===== src/sv/sha256_stream_hasher_assert.svh =====
// Assertion macros for the SHA-256 stream hasher
`ifndef SHA256_STREAM_HASHER_ASSERT_SVH
`define SHA256_STREAM_HASHER_ASSERT_SVH
`ifndef NO_ASSERTIONS
`define SHA_ASSERT_IMPL(label, clk, rst_n, ante, cons) \
	label: assert property (@(posedge clk) disable iff (!rst_n) (ante) |-> (cons)) \
		else $error("assertion failed");
`define SHA_ASSERT_NEXT(label, clk, rst_n, ante, cons) \
	label: assert property (@(posedge clk) disable iff (!rst_n) (ante) |=> (cons)) \
		else $error("assertion failed");
`else
`define SHA_ASSERT_IMPL(label, clk, rst_n, ante, cons)
`define SHA_ASSERT_NEXT(label, clk, rst_n, ante, cons)
`endif
`endif


===== src/sv/sha_pkg.sv =====
package sha_pkg;
	localparam int QueueDepth = 4;
	localparam logic REQ_APPEND = 1'b0;
	localparam logic REQ_FINISH = 1'b1;

	// queued operation from the front part to the back part
	typedef struct packed {
		logic finish;
		logic [7:0] data;
	} sha_op_t;

	typedef logic [31:0] word_t;

	function automatic word_t init_hash(input logic [2:0] i);
		case (i)
			3'd0: init_hash = 32'h6a09e667;
			3'd1: init_hash = 32'hbb67ae85;
			3'd2: init_hash = 32'h3c6ef372;
			3'd3: init_hash = 32'ha54ff53a;
			3'd4: init_hash = 32'h510e527f;
			3'd5: init_hash = 32'h9b05688c;
			3'd6: init_hash = 32'h1f83d9ab;
			default: init_hash = 32'h5be0cd19;
		endcase
	endfunction

	function automatic word_t round_k(input logic [5:0] t);
		logic [31:0] k [64];
		k = '{
			32'h428a2f98, 32'h71374491, 32'hb5c0fbcf, 32'he9b5dba5, 32'h3956c25b,
			32'h59f111f1, 32'h923f82a4, 32'hab1c5ed5, 32'hd807aa98, 32'h12835b01,
			32'h243185be, 32'h550c7dc3, 32'h72be5d74, 32'h80deb1fe, 32'h9bdc06a7,
			32'hc19bf174, 32'he49b69c1, 32'hefbe4786, 32'h0fc19dc6, 32'h240ca1cc,
			32'h2de92c6f, 32'h4a7484aa, 32'h5cb0a9dc, 32'h76f988da, 32'h983e5152,
			32'ha831c66d, 32'hb00327c8, 32'hbf597fc7, 32'hc6e00bf3, 32'hd5a79147,
			32'h06ca6351, 32'h14292967, 32'h27b70a85, 32'h2e1b2138, 32'h4d2c6dfc,
			32'h53380d13, 32'h650a7354, 32'h766a0abb, 32'h81c2c92e, 32'h92722c85,
			32'ha2bfe8a1, 32'ha81a664b, 32'hc24b8b70, 32'hc76c51a3, 32'hd192e819,
			32'hd6990624, 32'hf40e3585, 32'h106aa070, 32'h19a4c116, 32'h1e376c08,
			32'h2748774c, 32'h34b0bcb5, 32'h391c0cb3, 32'h4ed8aa4a, 32'h5b9cca4f,
			32'h682e6ff3, 32'h748f82ee, 32'h78a5636f, 32'h84c87814, 32'h8cc70208,
			32'h90befffa, 32'ha4506ceb, 32'hbef9a3f7, 32'hc67178f2};
		round_k = k[t];
	endfunction

	function automatic word_t rotr(input word_t x, input int n);
		rotr = (x >> n) | (x << (32 - n));
	endfunction
endpackage


===== src/sv/sha_if.sv =====
interface sha_req_if;
	logic valid;
	logic ready;
	logic req_type;
	logic [7:0] data_byte;
	modport source (output valid, req_type, data_byte, input ready);
	modport sink (input valid, req_type, data_byte, output ready);
endinterface

interface sha_dig_if;
	logic valid;
	logic ready;
	logic [31:0] digest_word;
	logic [2:0] word_index;
	logic last_word;
	modport source (output valid, digest_word, word_index, last_word, input ready);
	modport sink (input valid, digest_word, word_index, last_word, output ready);
endinterface


===== src/sv/sha256_stream_hasher.sv =====
// channel | dir | fields
// req     | in  | req_type, data_byte
// dig     | out | digest_word, word_index, last_word
// Append beats are queued and popped while the core is idle; the 64th byte of a block
// starts compression (64 rounds of the shared round unit, then the chain add).
// Finish writes 0x80, pads one byte per cycle to the block end and compresses;
// if the length does not fit, a further pad block ending in the length and a second compression follow.
// Then 8 digest beats, one per cycle while dig.ready is high.
// Reset arst_n clears control and loads the initial hash; the queue lets the
// input side keep taking beats while the back part is busy or stalled.
module sha256_stream_hasher
	import sha_pkg::*;
#(
	parameter int Depth = QueueDepth
) (
	input logic clk,
	input logic arst_n,
	sha_req_if.sink req,
	sha_dig_if.source dig
);
	logic push, full, pop, empty;
	sha_op_t push_op, pop_op;

	sha_front u_front (.req(req), .full(full), .push(push), .push_op(push_op));

	sha_queue #(.Depth(Depth)) u_queue (
		.clk(clk), .arst_n(arst_n), .push(push), .push_op(push_op), .full(full),
		.pop(pop), .pop_op(pop_op), .empty(empty)
	);

	sha_core u_core (
		.clk(clk), .arst_n(arst_n), .empty(empty), .op(pop_op), .pop(pop), .dig(dig)
	);
endmodule


===== src/sv/sha_queue.sv =====
module sha_queue
	import sha_pkg::*;
#(
	parameter int Depth = QueueDepth
) (
	input logic clk,
	input logic arst_n,
	input logic push,
	input sha_op_t push_op,
	output logic full,
	input logic pop,
	output sha_op_t pop_op,
	output logic empty
);
	localparam int AW = $clog2(Depth);
	sha_op_t mem_q [Depth];
	logic [AW:0] wr_q, rd_q;

	assign full = (wr_q[AW] != rd_q[AW]) && (wr_q[AW-1:0] == rd_q[AW-1:0]);
	assign empty = (wr_q == rd_q);
	assign pop_op = mem_q[rd_q[AW-1:0]];

	always_ff @(posedge clk) begin
		if (push && !full) mem_q[wr_q[AW-1:0]] <= push_op;
	end

	always_ff @(posedge clk or negedge arst_n) begin
		if (!arst_n) begin
			wr_q <= '0;
			rd_q <= '0;
		end else begin
			if (push && !full) wr_q <= wr_q + 1'b1;
			if (pop && !empty) rd_q <= rd_q + 1'b1;
		end
	end
endmodule


===== src/sv/sha_core.sv =====
module sha_core
	import sha_pkg::*;
(
	input logic clk,
	input logic arst_n,
	input logic empty,
	input sha_op_t op,
	output logic pop,
	sha_dig_if.source dig
);
	`include "sha256_stream_hasher_assert.svh"

	localparam logic [2:0] ST_IDLE = 3'd0;
	localparam logic [2:0] ST_RUN = 3'd1;
	localparam logic [2:0] ST_ADD = 3'd2;
	localparam logic [2:0] ST_PAD = 3'd3;
	localparam logic [2:0] ST_OUT = 3'd4;

	logic [2:0] st_q;
	// block buffer as 16 big-endian words, one byte lane written per cycle
	word_t blk_q [16];
	logic [60:0] cnt_q;
	logic [63:0] bits_q;
	word_t h_q [8];
	word_t v_q [8];
	word_t w_q [16];
	logic [5:0] t_q;
	logic [5:0] pos_q;
	logic fin_q;
	// current padding block carries the bit length in bytes 56..63
	logic len_q;
	logic [2:0] oi_q;
	logic [7:0] pad_byte;

	// round datapath
	word_t w_new, s0, s1, t1, t2, wsel;
	always_comb begin
		wsel = blk_q[t_q[3:0]];
		s1 = rotr(w_q[14], 17) ^ rotr(w_q[14], 19) ^ (w_q[14] >> 10);
		s0 = rotr(w_q[1], 7) ^ rotr(w_q[1], 18) ^ (w_q[1] >> 3);
		w_new = (t_q < 6'd16) ? wsel : s1 + w_q[9] + s0 + w_q[0];
		t1 = v_q[7] + (rotr(v_q[4], 6) ^ rotr(v_q[4], 11) ^ rotr(v_q[4], 25))
			+ ((v_q[4] & v_q[5]) ^ (~v_q[4] & v_q[6])) + round_k(t_q) + w_new;
		t2 = (rotr(v_q[0], 2) ^ rotr(v_q[0], 13) ^ rotr(v_q[0], 22))
			+ ((v_q[0] & v_q[1]) ^ (v_q[0] & v_q[2]) ^ (v_q[1] & v_q[2]));
	end

	// zero fill, or a length byte at the tail of the length block
	assign pad_byte = (len_q && pos_q >= 6'd56) ? bits_q[{~pos_q[2:0], 3'b000} +: 8] : 8'h00;

	assign pop = (st_q == ST_IDLE) && !empty;
	assign dig.valid = (st_q == ST_OUT);
	assign dig.digest_word = h_q[oi_q];
	assign dig.word_index = oi_q;
	assign dig.last_word = (oi_q == 3'd7);

	// block buffer and length capture
	always_ff @(posedge clk) begin
		if (pop) begin
			blk_q[cnt_q[5:2]][{~cnt_q[1:0], 3'b000} +: 8] <= op.finish ? 8'h80 : op.data;
			if (op.finish) bits_q <= {cnt_q, 3'b000};
		end else if (st_q == ST_PAD) begin
			blk_q[pos_q[5:2]][{~pos_q[1:0], 3'b000} +: 8] <= pad_byte;
		end
	end

	// sequencer and hash state
	always_ff @(posedge clk or negedge arst_n) begin
		if (!arst_n) begin
			st_q <= ST_IDLE;
			cnt_q <= '0;
			t_q <= '0;
			pos_q <= '0;
			fin_q <= 1'b0;
			len_q <= 1'b0;
			oi_q <= '0;
			for (int i = 0; i < 8; i++) h_q[i] <= init_hash(3'(i));
			for (int i = 0; i < 8; i++) v_q[i] <= '0;
			for (int i = 0; i < 16; i++) w_q[i] <= '0;
		end else begin
			case (st_q)
				ST_IDLE: begin
					if (pop) begin
						t_q <= '0;
						for (int i = 0; i < 8; i++) v_q[i] <= h_q[i];
						if (!op.finish) begin
							cnt_q <= cnt_q + 1'b1;
							if (cnt_q[5:0] == 6'd63) st_q <= ST_RUN;
						end else begin
							fin_q <= 1'b1;
							len_q <= (cnt_q[5:0] < 6'd56);
							pos_q <= cnt_q[5:0] + 1'b1;
							// 0x80 took the last slot: compress now, length block follows
							if (cnt_q[5:0] == 6'd63) st_q <= ST_RUN;
							else st_q <= ST_PAD;
						end
					end
				end
				ST_PAD: begin
					pos_q <= pos_q + 1'b1;
					if (pos_q == 6'd63) begin
						st_q <= ST_RUN;
						t_q <= '0;
						for (int i = 0; i < 8; i++) v_q[i] <= h_q[i];
					end
				end
				ST_RUN: begin
					for (int i = 0; i < 15; i++) w_q[i] <= w_q[i + 1];
					w_q[15] <= w_new;
					for (int i = 7; i > 0; i--) v_q[i] <= v_q[i - 1];
					v_q[4] <= v_q[3] + t1;
					v_q[0] <= t1 + t2;
					t_q <= t_q + 1'b1;
					if (t_q == 6'd63) st_q <= ST_ADD;
				end
				ST_ADD: begin
					for (int i = 0; i < 8; i++) h_q[i] <= h_q[i] + v_q[i];
					oi_q <= '0;
					if (!fin_q) st_q <= ST_IDLE;
					else if (len_q) st_q <= ST_OUT;
					else begin
						// padded block done, length block still to build
						len_q <= 1'b1;
						pos_q <= '0;
						st_q <= ST_PAD;
					end
				end
				ST_OUT: begin
					if (dig.ready) begin
						oi_q <= oi_q + 1'b1;
						if (oi_q == 3'd7) begin
							st_q <= ST_IDLE;
							cnt_q <= '0;
							fin_q <= 1'b0;
							len_q <= 1'b0;
							for (int i = 0; i < 8; i++) h_q[i] <= init_hash(3'(i));
						end
					end
				end
				default: st_q <= ST_IDLE;
			endcase
		end
	end

	`SHA_ASSERT_IMPL(a_out_idx, clk, arst_n, dig.valid && dig.last_word, oi_q == 3'd7)
	`SHA_ASSERT_IMPL(a_pop_idle, clk, arst_n, pop, st_q == ST_IDLE)
	`SHA_ASSERT_NEXT(a_run_steps, clk, arst_n, st_q == ST_RUN && t_q != 6'd63,
		st_q == ST_RUN)
endmodule


===== src/sv/sha_front.sv =====
module sha_front
	import sha_pkg::*;
(
	sha_req_if.sink req,
	input logic full,
	output logic push,
	output sha_op_t push_op
);
	// classify beat into an append or finish operation
	assign req.ready = !full;
	assign push = req.valid && !full;
	assign push_op.finish = (req.req_type == REQ_FINISH);
	assign push_op.data = (req.req_type == REQ_APPEND) ? req.data_byte : 8'h00;
endmodule


===== src/flat_wrapper.sv =====
// flat-port wrapper written by rule: the top's interface ports become plain ports
module sha256_stream_hasher_flat import sha_pkg::*;
#(
	parameter int Depth = QueueDepth
)
  (clk, arst_n, req_valid, req_req_type, req_data_byte, req_ready, dig_valid, dig_digest_word, dig_word_index, dig_last_word, dig_ready);
  sha_req_if req_i ();
  sha_dig_if dig_i ();
  input logic clk;
  input logic arst_n;
  input wire logic [$bits(req_i.valid)-1:0] req_valid;
  input wire logic [$bits(req_i.req_type)-1:0] req_req_type;
  input wire logic [$bits(req_i.data_byte)-1:0] req_data_byte;
  output wire logic [$bits(req_i.ready)-1:0] req_ready;
  output wire logic [$bits(dig_i.valid)-1:0] dig_valid;
  output wire logic [$bits(dig_i.digest_word)-1:0] dig_digest_word;
  output wire logic [$bits(dig_i.word_index)-1:0] dig_word_index;
  output wire logic [$bits(dig_i.last_word)-1:0] dig_last_word;
  input wire logic [$bits(dig_i.ready)-1:0] dig_ready;
  assign req_i.valid = req_valid;
  assign req_i.req_type = req_req_type;
  assign req_i.data_byte = req_data_byte;
  assign req_ready = req_i.ready;
  assign dig_valid = dig_i.valid;
  assign dig_digest_word = dig_i.digest_word;
  assign dig_word_index = dig_i.word_index;
  assign dig_last_word = dig_i.last_word;
  assign dig_i.ready = dig_ready;
  sha256_stream_hasher #(.Depth(Depth)) u_core (.clk(clk), .arst_n(arst_n), .req(req_i), .dig(dig_i));
endmodule

===== config.mk =====
export PLATFORM = sky130hd
export DESIGN_NAME = sha256_stream_hasher_flat
export DESIGN_NICKNAME = d
export VERILOG_FILES = /design/src/sv/sha_pkg.sv /design/src/sv/sha_if.sv /design/src/sv/sha256_stream_hasher.sv /design/src/sv/sha_queue.sv /design/src/sv/sha_core.sv /design/src/sv/sha_front.sv /design/src/flat_wrapper.sv
export VERILOG_INCLUDE_DIRS = /design/src /design/src/sv
export SDC_FILE = /design/constraint.sdc
export NUM_CORES = 2
export LEC_CHECK = 0
export BUFFER_PORTS_ARGS = -buffer_cell sky130_fd_sc_hd__clkbuf_2
export CORE_MARGIN = 5
export CORE_UTILIZATION = 45
export CTS_CLUSTER_DIAMETER = 50
export DETAILED_ROUTE_END_ITERATION = 7
export SKIP_CTS_REPAIR_TIMING = 1
export SYNTH_ARGS = -nofsm -noshare
export SYNTH_HDL_FRONTEND = slang
export SYNTH_SLANG_ARGS = --single-unit

===== constraint.sdc =====
create_clock -name clk -period 11.2 [get_ports clk]
set_input_delay 2.24 -clock clk [delete_from_list [all_inputs] [get_ports clk]]
set_output_delay 2.24 -clock clk [all_outputs]
set_load 0.02 [all_outputs]

==> run_results.csv <==
group,metric,value,unit
status,status,"completed",
synth,ys_types,97,
synth,synthSimpleGateAreaFrac,13.4,%
final_layout,instances_no_fill,12407,
synth,synth_edf_count,609,
critical_path,crit_path_max_incr_delay,0.54,ns
critical_path,r2r-start,"u_core.u_core.w_q[468]$_DFFE_PN0P_",
critical_path,worstPathMaxFanout,5,
final_layout,utilization,50.3,%
cts,cts-root-buf,"clkbuf_16",
global_routing,grt_pass1_wl,457,mm
synth,synth_area_leaders,"dfrtp_1, edfxtp_1, nand2_1",
die,start_util,45.2,%
die,die-area,225000,um2
timing,period_share,94.9,%
synth,yosysTopAreaCellShare,25.2,%
final_layout,finalInstanceArea,108000,um2
synth,synthMuxAreaShare,6.79,%
synth,yosysMostFrequentCell,"nand2_1",
critical_path,setup.worst_path.end_class,"flip-flop",
min_path,holdPathEnd,"u_core.u_core.w_q[153]$_DFFE_PN0P_",
critical_path,slowest_stage,"fa_1",
placed_design,portBuffers,50,
min_path,hold_start,"u_core.u_core.w_q[121]$_DFFE_PN0P_",
cts,cts.sinks,1720,
cts,clock_latency,0.88,ns
global_routing,antenna_found_initial,13,
synth,ys_seq_elements,1720,
cts,cts_tree,"done",
die,row_count,170,
critical_path,cp.arrival,11.38,ns
timing,rsz0062_at_grt,"no",
min_path,hold_path_depth,2,
placed_design,placedCellCount,11984,
placed_design,place_area,100000,um2
synth,yosys.area.top_type,"dfrtp_1",
critical_path,rr_worst_depth,44,
timing,fin_crit,10.63,ns
synth,ys_warn_count,0,
timing,skew,0.0757,ns
global_routing,grt_pass1_vias,70206,
global_routing,grt_max_degree,209,
cts,clkSlewWorstSetupHoldPaths,0.06,ns
synth,ys_top_cells_by_count,"nand2_1, dfrtp_1, nor2_1, edfxtp_1, o21ai_0",
timing,max_freq,94.1,MHz
routing,detail-route-antenna-nets,0,
synth,synthCells,9462,
routing,drtPass1Iterations,6,
die,die_w,474,um
routing,drtIter0Drc,7492,
synth,synth_compound_area_share,13.0,%
timing,setup_viol,0,
critical_path,worst-setup-path-type,"reg -> reg",
timing,setup-tns-final,0,ns
routing,wl,304,mm
placed_design,dp_hpwl,219,mm
routing,vias,72420,
min_path,hp-class,"reg -> reg",
critical_path,reg2reg_to,"u_core.u_core.v_q[255]$_DFFE_PN0P_",
synth,ys.flop_type,"dfrtp_1",
critical_path,rrSetupSlack,0.57,ns
critical_path,crit_path_start_kind,"flip-flop",
cts,cts.htree.levels,4,
final_layout,nets,9987,
die,core,214000,um2
synth,synthAdderAreaFrac,9.41,%
cts,clock_path_buffers,3,
final_layout,syn_to_final_growth,11.4,%
timing,slew_viol_final,0,
synth,synthArstFlopShare,64.6,%
synth,syn_area_per_cell,10.2,um2
die,die_h,474,um
cts,cts_buffers,218,
critical_path,worstPathRequired,11.94,ns
timing,worst_slew_pin_slew,1.30,ns
final_layout,drive_above_1_share,11.8,%
routing,via_per_inst,5.84,
global_routing,grt_overflow,0,
synth,ys_seq_area_share,47.8,%
synth,synth_top_family_by_area,"simple AND/OR/NAND/NOR gates",
timing,hold_viol_final,0,
routing,drc,0,
synth,synth_xor_area_share,5.56,%
synth,synth_area,96900,um2
routing,detail_route.wl_per_cell,24.5,um
job,cap_viol_max_count,0,
die,pin_count,51,
timing,slew-limit-headroom,13.5,%
synth,synth_fp_nets,10082,
placed_design,gp_congestion,0.962,
global_routing,grt_usage,26.7,%
==> cell usage in the layout, fill, tap and decap left out, types with 34 or more instances in the layout <==
cell type	synthesis	final
dfstp_2	136	136
xor2_1	270	270
a31oi_1	49	49
a22oi_1	63	63
edfxtp_1	609	609
clkbuf_2	0	49
nand2_1	1706	1705
mux4_2	254	254
ha_1	411	411
clkbuf_1	479	43
fa_1	196	196
mux2_2	64	64
buf_4	0	162
o22ai_1	246	245
a21oi_1	498	496
nor2_1	830	826
inv_1	509	509
o21bai_1	55	54
nor2b_1	64	63
nor3_1	87	86
dfrtp_1	975	967
nand2b_1	76	74
o21a_1	42	41
xnor2_1	341	339
o21ai_0	544	542
a211oi_1	39	39
nand3_1	108	108
a21o_1	204	204
clkinv_2	0	34
o31ai_1	36	35
clkbuf_16	0	221
and3_1	59	59
==> worst max path at each step <==
stage	from	slack, ns	cells after the start	to
global route	u_core.u_core.w_q[452]$_DFFE_PN0P_	0.02	47	u_core.u_core.v_q[255]$_DFFE_PN0P_
detailed placement	u_core.u_core.w_q[452]$_DFFE_PN0P_	0.29	48	u_core.u_core.v_q[255]$_DFFE_PN0P_
CTS	u_core.u_core.w_q[452]$_DFFE_PN0P_	0.21	48	u_core.u_core.v_q[255]$_DFFE_PN0P_
global placement	u_core.u_core.w_q[452]$_DFFE_PN0P_	0.31	48	u_core.u_core.v_q[255]$_DFFE_PN0P_
floorplan	u_core.u_core.w_q[452]$_DFFE_PN0P_	1.13	48	u_core.u_core.v_q[255]$_DFFE_PN0P_
finish	u_core.u_core.w_q[468]$_DFFE_PN0P_	0.57	44	u_core.u_core.v_q[255]$_DFFE_PN0P_
==> cell type report <==
class                   instances  area [um2]
well taps                    2838        3550
repair buffers                222        1680
multi-input cells            6692       46800
inverters                     513        1930
fillers                     19171      107000
flip-flops and latches       1720       46300
diodes                         10        25.0
clock inverters               126        1620
clock buffers                 286        5990
==> routing by layer <==
metal | up-vias | global-route usage, % | share of wire [%]
li1 | 32831 | - | -
met4 | 8 | 8.21 | 3.3
met1 | 36474 | 38.9 | 45
met5 | - | 0 | 0.018
met3 | 494 | 4.44 | 6.9
met2 | 2613 | 40.9 | 45
==> metrics by stage <==
step	hold WS, ns	setup WS (ns)
global placement	0.441	0.308
detailed placement	0.448	0.291
global route	0.471	0.0191
CTS	0.453	0.208
finish	0.456	0.569
floorplan	0.433	1.13
==> kinds of logic (layout without fill, tap and decap cells) <==
group | count (synthesis) | count (layout)
buf+inv | 1050 | 1147
simple gates | 3107 | 3107
mux | 332 | 332
flops | 1720 | 1720
other cells | 0 | 10
compound gates | 2028 | 2028
fa+ha+maj | 612 | 612
xor+xnor | 613 | 613
==> worst max-delay path: cells and delay by family, from the launching register on <==
family	cells	cell delay [ns]
adder cells (fa/ha/maj)	9	3.96
multiplexers	1	0.18
XOR/XNOR	5	1.01
buffers and inverters	8	0.71
flip-flops	1	0.47
AND/OR/NAND/NOR	3	0.45
AO/OA/AOI/OAI	18	3.72
==> state kept, by name, summed over array words and instances, names as in the netlist <==
register and flops:
u_core.u_queue.rd_q 3, u_core.u_queue.mem_q 36, u_core.u_core.w_q 512, u_core.u_core.len_q 1, u_core.u_core.st_q 3, u_core.u_core.h_q 256, u_core.u_core.blk_q 512, u_core.u_queue.wr_q 3
u_core.u_core.pos_q 6, u_core.u_core.cnt_q 61, u_core.u_core.fin_q 1, u_core.u_core.t_q 6, u_core.u_core.v_q 256, u_core.u_core.bits_q 61, u_core.u_core.dig.word_index 3
Power is not shown: default switching activity piles up to over one toggle a cycle in this logic, so the estimate is an artifact.
